`config.mk`:
```
export PLATFORM = sky130hd
export DESIGN_NAME = sequenced_slot_ring_queue_core
export DESIGN_NICKNAME = d
export VERILOG_FILES = /design/src/rtl/ssrq_pkg.sv /design/src/rtl/ssrq_ctrl.sv /design/src/rtl/ssrq_dpath.sv /design/src/rtl/sequenced_slot_ring_queue_core.sv
export SDC_FILE = /design/constraint.sdc
export NUM_CORES = 1
export LEC_CHECK = 0
export BUFFER_PORTS_ARGS = -buffer_cell sky130_fd_sc_hd__buf_2
export CAP_MARGIN = 10
export CORE_ASPECT_RATIO = 1.4
export CORE_MARGIN = 3
export CORE_UTILIZATION = 45
export CTS_CLUSTER_SIZE = 10
export DETAILED_ROUTE_END_ITERATION = 6
export HOLD_SLACK_MARGIN = 0.12
export SLEW_MARGIN = 30
export SYNTH_ARGS = -nofsm -noshare
export SYNTH_HDL_FRONTEND = slang
export SYNTH_HIERARCHICAL = 1
export SYNTH_SLANG_ARGS = --single-unit
export TNS_END_PERCENT = 1
```
`constraint.sdc`:
```
create_clock -name clk -period 7.6 [get_ports clk]
set_input_delay 0.76 -clock clk [delete_from_list [all_inputs] [get_ports clk]]
set_output_delay 0.76 -clock clk [all_outputs]
set_load 0.05 [all_outputs]
```
`src/rtl/ssrq_pkg.sv`:
```
// ---------------------------------------------------------------------------
// ssrq_pkg
// types, constants and codes of the sequenced slot ring queue core
// ---------------------------------------------------------------------------
`default_nettype none

package ssrq_pkg;

  localparam int SLOTS       = 16;
  localparam int SLOT_BYTES  = 64;
  localparam int TICKET_BITS = 32;
  localparam int SLOT_W      = $clog2(SLOTS);
  localparam int OFF_W       = 10;

  typedef enum logic [2:0] {
    OP_TAKE_WR  = 3'd0,
    OP_CHECK_WR = 3'd1,
    OP_COMMIT_WR = 3'd2,
    OP_TAKE_RD  = 3'd3,
    OP_CHECK_RD = 3'd4,
    OP_COMMIT_RD = 3'd5,
    OP_POP      = 3'd6,
    OP_STATUS   = 3'd7
  } op_t;

  typedef enum logic {
    ST_IDLE,
    ST_EXEC
  } state_t;

  typedef struct packed {
    logic [2:0]  req_type;
    logic [31:0] ticket_in;
  } req_t;

  typedef struct packed {
    logic             granted;
    logic [31:0]      ticket_out;
    logic [OFF_W-1:0] slot_offset;
    logic [31:0]      fill_count;
    logic             is_empty;
    logic             is_full;
  } rsp_t;

  typedef struct packed {
    logic load;
    logic exec;
  } cmd_t;

endpackage

`default_nettype wire

```
`src/rtl/ssrq_ctrl.sv`:
```
// ---------------------------------------------------------------------------
// ssrq_ctrl
// request sequencer: accepts a beat and runs one execute cycle
// ---------------------------------------------------------------------------
`default_nettype none

module ssrq_ctrl import ssrq_pkg::*; (
  input  wire  clk,
  input  wire  rst,
  input  wire  start,
  output logic busy,
  output cmd_t cmd
);

  state_t state, state_next;

  always_ff @(posedge clk) begin
    if (rst) begin
      state <= ST_IDLE;
    end else begin
      state <= state_next;
    end
  end

  always_comb begin
    state_next = state;
    cmd        = '0;
    busy       = 1'b0;
    case (state)
      ST_IDLE: begin
        if (start) begin
          cmd.load   = 1'b1;
          state_next = ST_EXEC;
        end
      end
      ST_EXEC: begin
        busy       = 1'b1;
        cmd.exec   = 1'b1;
        state_next = ST_IDLE;
      end
      default: begin
        state_next = ST_IDLE;
      end
    endcase
  end

endmodule

`default_nettype wire

```
`src/rtl/ssrq_dpath.sv`:
```
// ---------------------------------------------------------------------------
// ssrq_dpath
// ticket counters, slot sequence words and result register
// ---------------------------------------------------------------------------
`default_nettype none

module ssrq_dpath import ssrq_pkg::*; (
  input  wire  clk,
  input  wire  rst,
  input  cmd_t cmd,
  input  req_t req,
  output logic done,
  output rsp_t rsp
);

  req_t                   req_q;
  logic [TICKET_BITS-1:0] seq [SLOTS];
  logic [TICKET_BITS-1:0] wc, rc;
  logic [TICKET_BITS-1:0] wc_next, rc_next;
  logic [TICKET_BITS-1:0] tk, seq_rd, tout, wr_data, fill;
  logic [OFF_W-1:0]       off_full;
  logic [SLOT_W-1:0]      slot;
  logic                   hit, granted, wr_en;

  always_ff @(posedge clk) begin
    if (cmd.load) begin
      req_q <= req;
    end
  end

  always_comb begin
    tk      = TICKET_BITS'(req_q.ticket_in);
    // slot count is a power of two: modulo is the low bits
    slot    = (req_q.req_type == OP_POP) ? rc[SLOT_W-1:0] : tk[SLOT_W-1:0];
    seq_rd  = seq[slot];
    wc_next = wc;
    rc_next = rc;
    tout    = '0;
    hit     = 1'b0;
    granted = 1'b1;
    wr_en   = 1'b0;
    wr_data = '0;
    case (req_q.req_type)
      OP_TAKE_WR: begin
        tout    = wc;
        wc_next = wc + TICKET_BITS'(1);
      end
      OP_CHECK_WR: begin
        hit     = (seq_rd == tk);
        granted = hit;
      end
      OP_COMMIT_WR: begin
        wr_en   = 1'b1;
        wr_data = ~tk;
      end
      OP_TAKE_RD: begin
        tout    = rc;
        rc_next = rc + TICKET_BITS'(1);
      end
      OP_CHECK_RD: begin
        hit     = (seq_rd == ~tk);
        granted = hit;
      end
      OP_COMMIT_RD: begin
        wr_en   = 1'b1;
        wr_data = tk + TICKET_BITS'(SLOTS);
      end
      OP_POP: begin
        tout    = rc;
        rc_next = rc + TICKET_BITS'(1);
        wr_en   = 1'b1;
        wr_data = rc + TICKET_BITS'(SLOTS);
      end
      default: begin
      end
    endcase
    fill     = (wc_next < rc_next) ? '0 : (wc_next - rc_next);
    off_full = OFF_W'(slot) * OFF_W'(SLOT_BYTES);
  end

  always_ff @(posedge clk) begin
    if (rst) begin
      wc   <= '0;
      rc   <= '0;
      done <= 1'b0;
      for (int i = 0; i < SLOTS; i++) begin
        seq[i] <= TICKET_BITS'(i);
      end
    end else begin
      done <= cmd.exec;
      if (cmd.exec) begin
        wc <= wc_next;
        rc <= rc_next;
        if (wr_en) begin
          seq[slot] <= wr_data;
        end
      end
    end
  end

  always_ff @(posedge clk) begin
    if (cmd.exec) begin
      rsp.granted     <= granted;
      rsp.ticket_out  <= 32'(tout);
      rsp.slot_offset <= hit ? off_full : '0;
      rsp.fill_count  <= 32'(fill);
      rsp.is_empty    <= (fill == '0);
      rsp.is_full     <= (fill >= TICKET_BITS'(SLOTS));
    end
  end

endmodule

`default_nettype wire

```
`src/rtl/sequenced_slot_ring_queue_core.sv`:
```
// ---------------------------------------------------------------------------
// sequenced_slot_ring_queue_core
// ticket and slot-sequence manager of a bounded ring queue
//
//   channel  | handshake          | payload
//   ---------+--------------------+-------------------------------
//   request  | start, busy        | req (req_type, ticket_in)
//   result   | done (1-cycle)     | rsp (granted .. is_full)
//
// a request is taken when start is high and busy is low; busy then stays
// high for the single execute cycle
// the result strobe comes in the cycle after execute, while the next
// request may already be taken; one result per request
// rst is synchronous: counters clear and every slot word loads its index
// the receiver cannot stall; nothing holds a result back
// ---------------------------------------------------------------------------
`default_nettype none

module sequenced_slot_ring_queue_core import ssrq_pkg::*; (
  input  wire  clk,
  input  wire  rst,
  input  wire  start,
  output logic busy,
  input  req_t req,
  output logic done,
  output rsp_t rsp
);

  cmd_t cmd;

  ssrq_ctrl u_ctrl (
    .clk   (clk),
    .rst   (rst),
    .start (start),
    .busy  (busy),
    .cmd   (cmd)
  );

  ssrq_dpath u_dpath (
    .clk  (clk),
    .rst  (rst),
    .cmd  (cmd),
    .req  (req),
    .done (done),
    .rsp  (rsp)
  );

endmodule

`default_nettype wire

```
* Yosys cells after proc, flatten, opt, wreduce, memory -nomap -nowiden
Memories as Yosys holds them, arrays and structs flattened. Cells that the tools add are included. Widths: inputs -> output; s select.
Operators by class: reductions and logical operators 5, bitwise logic cells 2, add/subtract/negate cells 5, muxes and demuxes 22, order comparisons 2, eq/ne operators 8
Operators with widths (count):
- $mux 32 | 4
- $pmux 32 s3 | 1
- $add 32x1->32 const B | 2
- $add 32x5->32 const B | 2
- $eq 32x32->1 | 2
- $pmux 32 s2 | 1
- $ge 32x5->1 const B | 1
- $logic_not 32->1 | 1
- $lt 32x32->1 | 1
- $not 32->32 | 1
- $reduce_or 32->1 | 1
- $sub 32x32->32 | 1
- $mux 1 | 11
- $eq 3x3->1 const B | 3
- $mux 4 | 2
- $eq 3x2->1 const B | 2
- $pmux 1 s2 | 3
- $eq 3x1->1 const B | 1
- $logic_not 3->1 | 1
- $reduce_or 3->1 | 1
- $reduce_or 2->1 | 1
- $not 1->1 | 1
Storage, ports and cells: input port bits 38, output and inout bits 79, register bits after elaboration 178, RAM bits 512, memories kept 1, word-level logic and storage cells 58
Memories:
- u_dpath.seq | depth 16, bits a word 32, read ports 1, clocked after memory_dff 0, wr ports 16, line ssrq_dpath.sv:17 | logic [TICKET_BITS-1:0] seq [SLOTS];

* Logic depth before layout (Yosys ltp)
depth in word-level cells 9, gate-level depth with buffers 23

* By module
Netlist, hierarchy kept.
By module, submodules not included:
- ssrq_dpath | area each 34683.3 um2, times used 1, seq. area each 19859.0 um2, cells an instance 3243
- ssrq_ctrl | area each 53.8 um2, times used 1, seq. area each 20.0 um2, cells an instance 5

* Least setup slack after synthesis
Ideal clock, no wire load.
path type register to register, from register u_dpath/req_q[34] (netlist name), to register u_dpath/rsp[0] (netlist name), slack 2349 ps, stages on the path, launching flop included 22, arrival 4975 ps, cells stage by stage edfxtp_1 clkbuf_1 nor3_2 nand2_1 nor3_1 and3_1 and3_1 and2_1 and4_1 buf_2 xor2_1 ha_1 a21o_1 a21oi_1 o21bai_1 a2111oi_0 nor3_1 or3_1 a21oi_1 xor2_1 nor4bb_1 a31oi_1
On the way: elaborated cells between the ends (all ways) 10
RTL lines:
- start: declaration | line ssrq_dpath.sv:16 | req_t req_q;
- start signal: assignment | line ssrq_dpath.sv:27 | req_q <= req;
- $logic_not 3->1 (*) | line ssrq_dpath.sv:43 | case (req_q.req_type)
- $mux 32 (*) | line ssrq_dpath.sv:43
- named net u_dpath.wc_next[22] | line ssrq_dpath.sv:19 | logic [TICKET_BITS-1:0] wc_next, rc_next;
- $sub 32x32->32 / $lt 32x32->1 (equally long branches) | line ssrq_dpath.sv:77 | fill = (wc_next < rc_next) ? '0 : (wc_next - rc_next);
- $mux 32 (*) | line ssrq_dpath.sv:77
- $ge 32x5->1 (*) | line ssrq_dpath.sv:108 | rsp.is_full <= (fill >= TICKET_BITS'(SLOTS));
Mark *: on every way through the listed nets, which the timed path passes. The rest lies on a longest branch. A chain may end at the register's enable or synchronous reset.

* Final worst setup path
from register u_dpath.rc[7], to register u_dpath/rsp[0] (netlist name)
On the way: word-level cells in the longest chain between the ends 5, elaborated cells between the ends (all ways) 6
RTL lines:
- start: declaration | line ssrq_dpath.sv:18 | logic [TICKET_BITS-1:0] wc, rc;
- start signal: assignment | line ssrq_dpath.sv:93 | rc <= rc_next;
- $add 32x1->32 | line ssrq_dpath.sv:58, ssrq_dpath.sv:70
- $mux 32 (*)
- $sub 32x32->32 / $lt 32x32->1 (equally long branches) | line ssrq_dpath.sv:77
- $mux 32 (*) | line ssrq_dpath.sv:77
- $ge 32x5->1 (*) | line ssrq_dpath.sv:108
Mark *: on every way between the ends. The rest lies on a longest branch, timed or not.

==> tab_implementation.tex <==
\begin{tabular}{lr}
\hline
Metric & Value \\
\hline
\multicolumn{2}{l}{\textbf{Run status}} \\
Run status & complete, no violations \\
\multicolumn{2}{l}{\textbf{Final layout}} \\
Number of non-filler instances in the completed layout & roughly 4300 \\
Area growth from synthesis to layout & 11.14\% \\
Final \#Nets & approximately 3300 \\
Number of fillers in the final layout & 6674 \\
Core occupancy in the finished layout & between 50\% and 60\% \\
Layout cells sized above 1 & 11.71\% \\
Antenna cells & 0 \\
\multicolumn{2}{l}{\textbf{Setup path}} \\
Reg2Reg Launch Point & u\_dpath/rc[7] \\
Start-to-end type of the worst setup path & flip-flop to flip-flop \\
Kind of cell adding the most delay to the critical path & simple AND/OR/NAND/NOR gates \\
Peak fanout along the critical path & 11 \\
Required time worst endpoint & 7970 ps \\
Timing startpoint of the critical path & u\_dpath/rc[7] \\
Highest-delay cell along the critical path & nor4b\_1 \\
Crit-path most repeated cell & and3\_1 \\
Type of destination of the critical path & flip-flop \\
Startpoint type of the worst setup path & flip-flop \\
Crit path buffers/inverters & 0 \\
Slack of the worst reg-to-reg path & about 980 ps \\
Critical path arrival & 6990 ps \\
Worst Reg2Reg Path Length in Cells & 19 \\
Ordered list of cells on the worst path & nand3\_1 -> or4\_1 -> nor4b\_1 -> and3\_1 -> and3\_1 -> and3\_1 -> and3\_1 -> xnor2\_1 -> ha\_1 -> nand2\_1 -> nand2\_1 -> a21o\_1 -> a21oi\_1 -> o211ai\_1 -> o221ai\_2 -> o2111a\_1 -> nand4\_1 -> nor4bb\_1 -> a31oi\_1 \\
Delay of the slowest cell on the worst path & 690 ps \\
Endpoint of the most critical register-to-register path & u\_dpath/rsp[0] \\
\multicolumn{2}{l}{\textbf{GRT}} \\
Maximum number of pins on one net before global-route repair & 85 \\
Total routing usage reported by global routing & 30.19\% \\
Overflow left after global routing & 0 \\
Via count of the first global-routing pass & about 27000 \\
First-pass GRT wire length & around 180000 um \\
Initial antenna violation count & 2 \\
\multicolumn{2}{l}{\textbf{Routing}} \\
Number of vias after detailed routing & approximately 27000 \\
Number of remaining DRC errors & 0 \\
Antenna Nets Post-Route & 0 \\
Routed WL per cell & 28.84 um \\
Drt first-iter violations & approximately 2800 \\
Total Wirelength & 123200 um \\
Router iterations before antenna repair & 5 \\
Via-to-Cell Ratio & 6.263 \\
\multicolumn{2}{l}{\textbf{Synthesis}} \\
Adder and majority cell fraction of the synthesized area & around 1.4\% \\
Cell types with the largest area share after synthesis & edfxtp\_1 (53\%), nor2\_1 (7.2\%), dfxtp\_1 (3.8\%) \\
Number of flops mapped to enable cells by yosys & 618 \\
Distinct cell type count of the synthesized netlist & 78 \\
YS warnings & 6 \\
Post-synthesis share of cell area spent on and, or, nand and nor gates & 16.03\% \\
Cell area after synthesis & 0.03474 mm\^{}2 \\
Area share of the largest cell type after synthesis & 53.42\% \\
Mean Syn Cell Area & around 11 um\^{}2 \\
Most area-hungry cell type in the Yosys netlist & edfxtp\_1 \\
Synth Area in Compound Gates & 11.14\% \\
Mux share of post-synthesis cell area & 4.261\% \\
Seq/Total Area, Yosys & 57.23\% \\
Async S/R FF share, synth & 0\% \\
Gate count of the mapped netlist & between 3000 and 4000 \\
FF+latch count, synth & roughly 680 \\
Fraction of synthesized cell area in xor and xnor cells & $\sim$4.9\% \\
Dominant combinational cell family by area after synthesis & simple AND/OR/NAND/NOR gates \\
Prevailing post-synth register cell & edfxtp\_1 \\
\multicolumn{2}{l}{\textbf{Floorplanning}} \\
Top-Level Pins & around 120 \\
Die extent in y & 334.7 um \\
Die area & 0.08061 mm\^{}2 \\
Placement Rows & 119 \\
Placeable Area & 0.07579 mm\^{}2 \\
Width of the chip & 240.8 um \\
Starting density of the core & between 40\% and 50\% \\
\multicolumn{2}{l}{\textbf{Min path}} \\
Origin of the worst min-delay path & req[5] \\
Hold path depth & 1 \\
Hold endpoint & u\_dpath/tk[5] \\
Path category of the worst min-delay check & input port to flip-flop \\
\multicolumn{2}{l}{\textbf{STA}} \\
Period Utilization, post-route & 87.07\% \\
Setup repair after global routing missed its margin & no \\
Hold slack & 283.1 ps \\
Minimum clock period & 6617 ps \\
Pins over their slew limit & 0 \\
Final hold violation count & 0 \\
Final setup vio count & 0 \\
Tightest slew margin relative to the limit & $\sim$30\% \\
Worst clock skew & 35.48 ps \\
Transition time at the pin with the least slew margin & $\sim$1000 ps \\
Final setup TNS & 0 ps \\
Achievable frequency & 151.1 MHz \\
\multicolumn{2}{l}{\textbf{Clocking}} \\
CTS tree & built \\
Post-CTS Setup Inserts & 0 \\
Clock slew at the register clock pins of the worst setup and hold paths & roughly 60 ps \\
Number of sinks handled by clock tree synthesis & 684 \\
Buffers from clock root to sink, at most & 3 \\
CTS H-tree lvls & 3 \\
Clk Latency, worst-skew pair & 660 ps \\
Post\_cts resized & 0 \\
Post-CTS Hold Fix Bufs & 0 \\
Clock Root Buffer & clkbuf\_16 \\
Clock buffer count from CTS & between 70 and 80 \\
\multicolumn{2}{l}{\textbf{Power and ir drop}} \\
Cell area power density & approximately 230 mW/mm\^{}2 \\
Largest vdd supply drop & approximately 160 uV \\
Overall power of the completed layout & around 8800 uW \\
LEAKAGE & approximately 0.014 uW \\
\multicolumn{2}{l}{\textbf{Placement}} \\
Instance count after placement with tap cells included & 4157 \\
Sum of net half-perimeters after detailed placement & 81590 um \\
Routability-driven placement congestion ratio & around 0.95 \\
Number of I/O port buffers & 110 \\
\multicolumn{2}{l}{\textbf{Flow run}} \\
Number of maximum-capacitance violations & 0 \\
\hline
\end{tabular}
==> cells in the mapped netlist (37+ instances only) <==
cell type  count
nor2_1       666
edfxtp_1     618
nand2_1      293
clkbuf_1     169
mux2i_1      131
xor2_1       119
inv_1        105
nand3_1       93
a211oi_1      84
a2111oi_0     76
xnor2_1       74
a21oi_1       68
dfxtp_1       66
nand4_1       63
buf_2         52
ha_1          37
==> per-stage QoR <==
step	cell area, um^2	setup slack, ps
3_5_place_dp	36280	1047
3_3_place_gp	36180	1181
4_1_cts	38570	1006
5_1_grt	38610	691.8
6_report	38610	982.8
2_1_floorplan	34760	2349
==> flip-flops by register name, indices dropped and copies added (netlist names) <==
name	count
u_dpath/rc	32
u_ctrl/state	1
u_dpath/seq	512
u_dpath/wc	32
u_dpath/tk	32
u_dpath/req_q	3
u_dpath/done	1
u_dpath/rsp	71
==> layer usage <==
metal / track usage, % / wire length [um] / part of all wire (%)
met5: 0 / 24 / 0.019
met4: 20.33 / 9299 / 7.5
met3: 5.109 / 10310 / 8.4
met2: 52.48 / 61630 / 50
met1: 33.82 / 41920 / 34
==> power by group <==
| group | total [uW] | internal [uW] | switching (uW) |
|---|---|---|---|
| clock network | 3510 | 1990 | 1520 |
| logic | 1010 | 279 | 734 |
| registers | 4300 | 4230 | 69.1 |
==> placed cells by master (no fill, tap or decap), types with 74 or more instances in the layout <==
master and n:
a2111oi_0 76, a211oi_1 84, buf_2 110, buf_4 109, clkbuf_16 79, edfxtp_1 618, inv_1 105, mux2i_1 130
nand2_1 292, nand3_1 93, nor2_1 662, xnor2_1 74, xor2_1 119
==> worst max path at each step <==
stage / endpoint / slack (ps) / depth (start not counted)
3_5_place_dp: u_dpath/rsp[0] / 1050 / 19
5_1_grt: u_dpath/rsp[1] / 690 / 16
6_report: u_dpath/rsp[0] / 980 / 19
4_1_cts: u_dpath/rsp[0] / 1010 / 19
2_1_floorplan: u_dpath/rsp[0] / 2350 / 21
3_3_place_gp: u_dpath/rsp[1] / 1180 / 16
==> area by class of cell <==
cell class	count	area [um^2]	area share [%]
clock buffer	104	2091	5.415
sequential	684	19880	51.50
inverter	106	397.9	1.031
multi-input combinational	2173	13270	34.38
tap	968	1211	3.137
timing repair buffer	228	1544	3.999
clock inverter	9	207.7	0.5380
==> logic make-up (layout without fill, tap and decap cells) <==
group           after synthesis  after routing
fa+ha+maj                    38             38
compound gates              513            513
xor+xnor                    193            193
simple gates               1281           1281
other cells                   1              6
mux                         142            142
flops                       684            684
buf+inv                     396            447
==> worst register-to-register path, cell delays in order, from the launching register on <==
cell and delay (ps):
dfxtp_1 550, nand3_1 220, or4_1 650, nor4b_1 690, and3_1 320, and3_1 240
and3_1 320, and3_1 370, xnor2_1 120, ha_1 380, nand2_1 90, nand2_1 50
a21o_1 180, a21oi_1 310, o211ai_1 320, o221ai_2 530, o2111a_1 280, nand4_1 170
nor4bb_1 430, a31oi_1 140
Note: power is estimated with default switching activity, not from simulation.
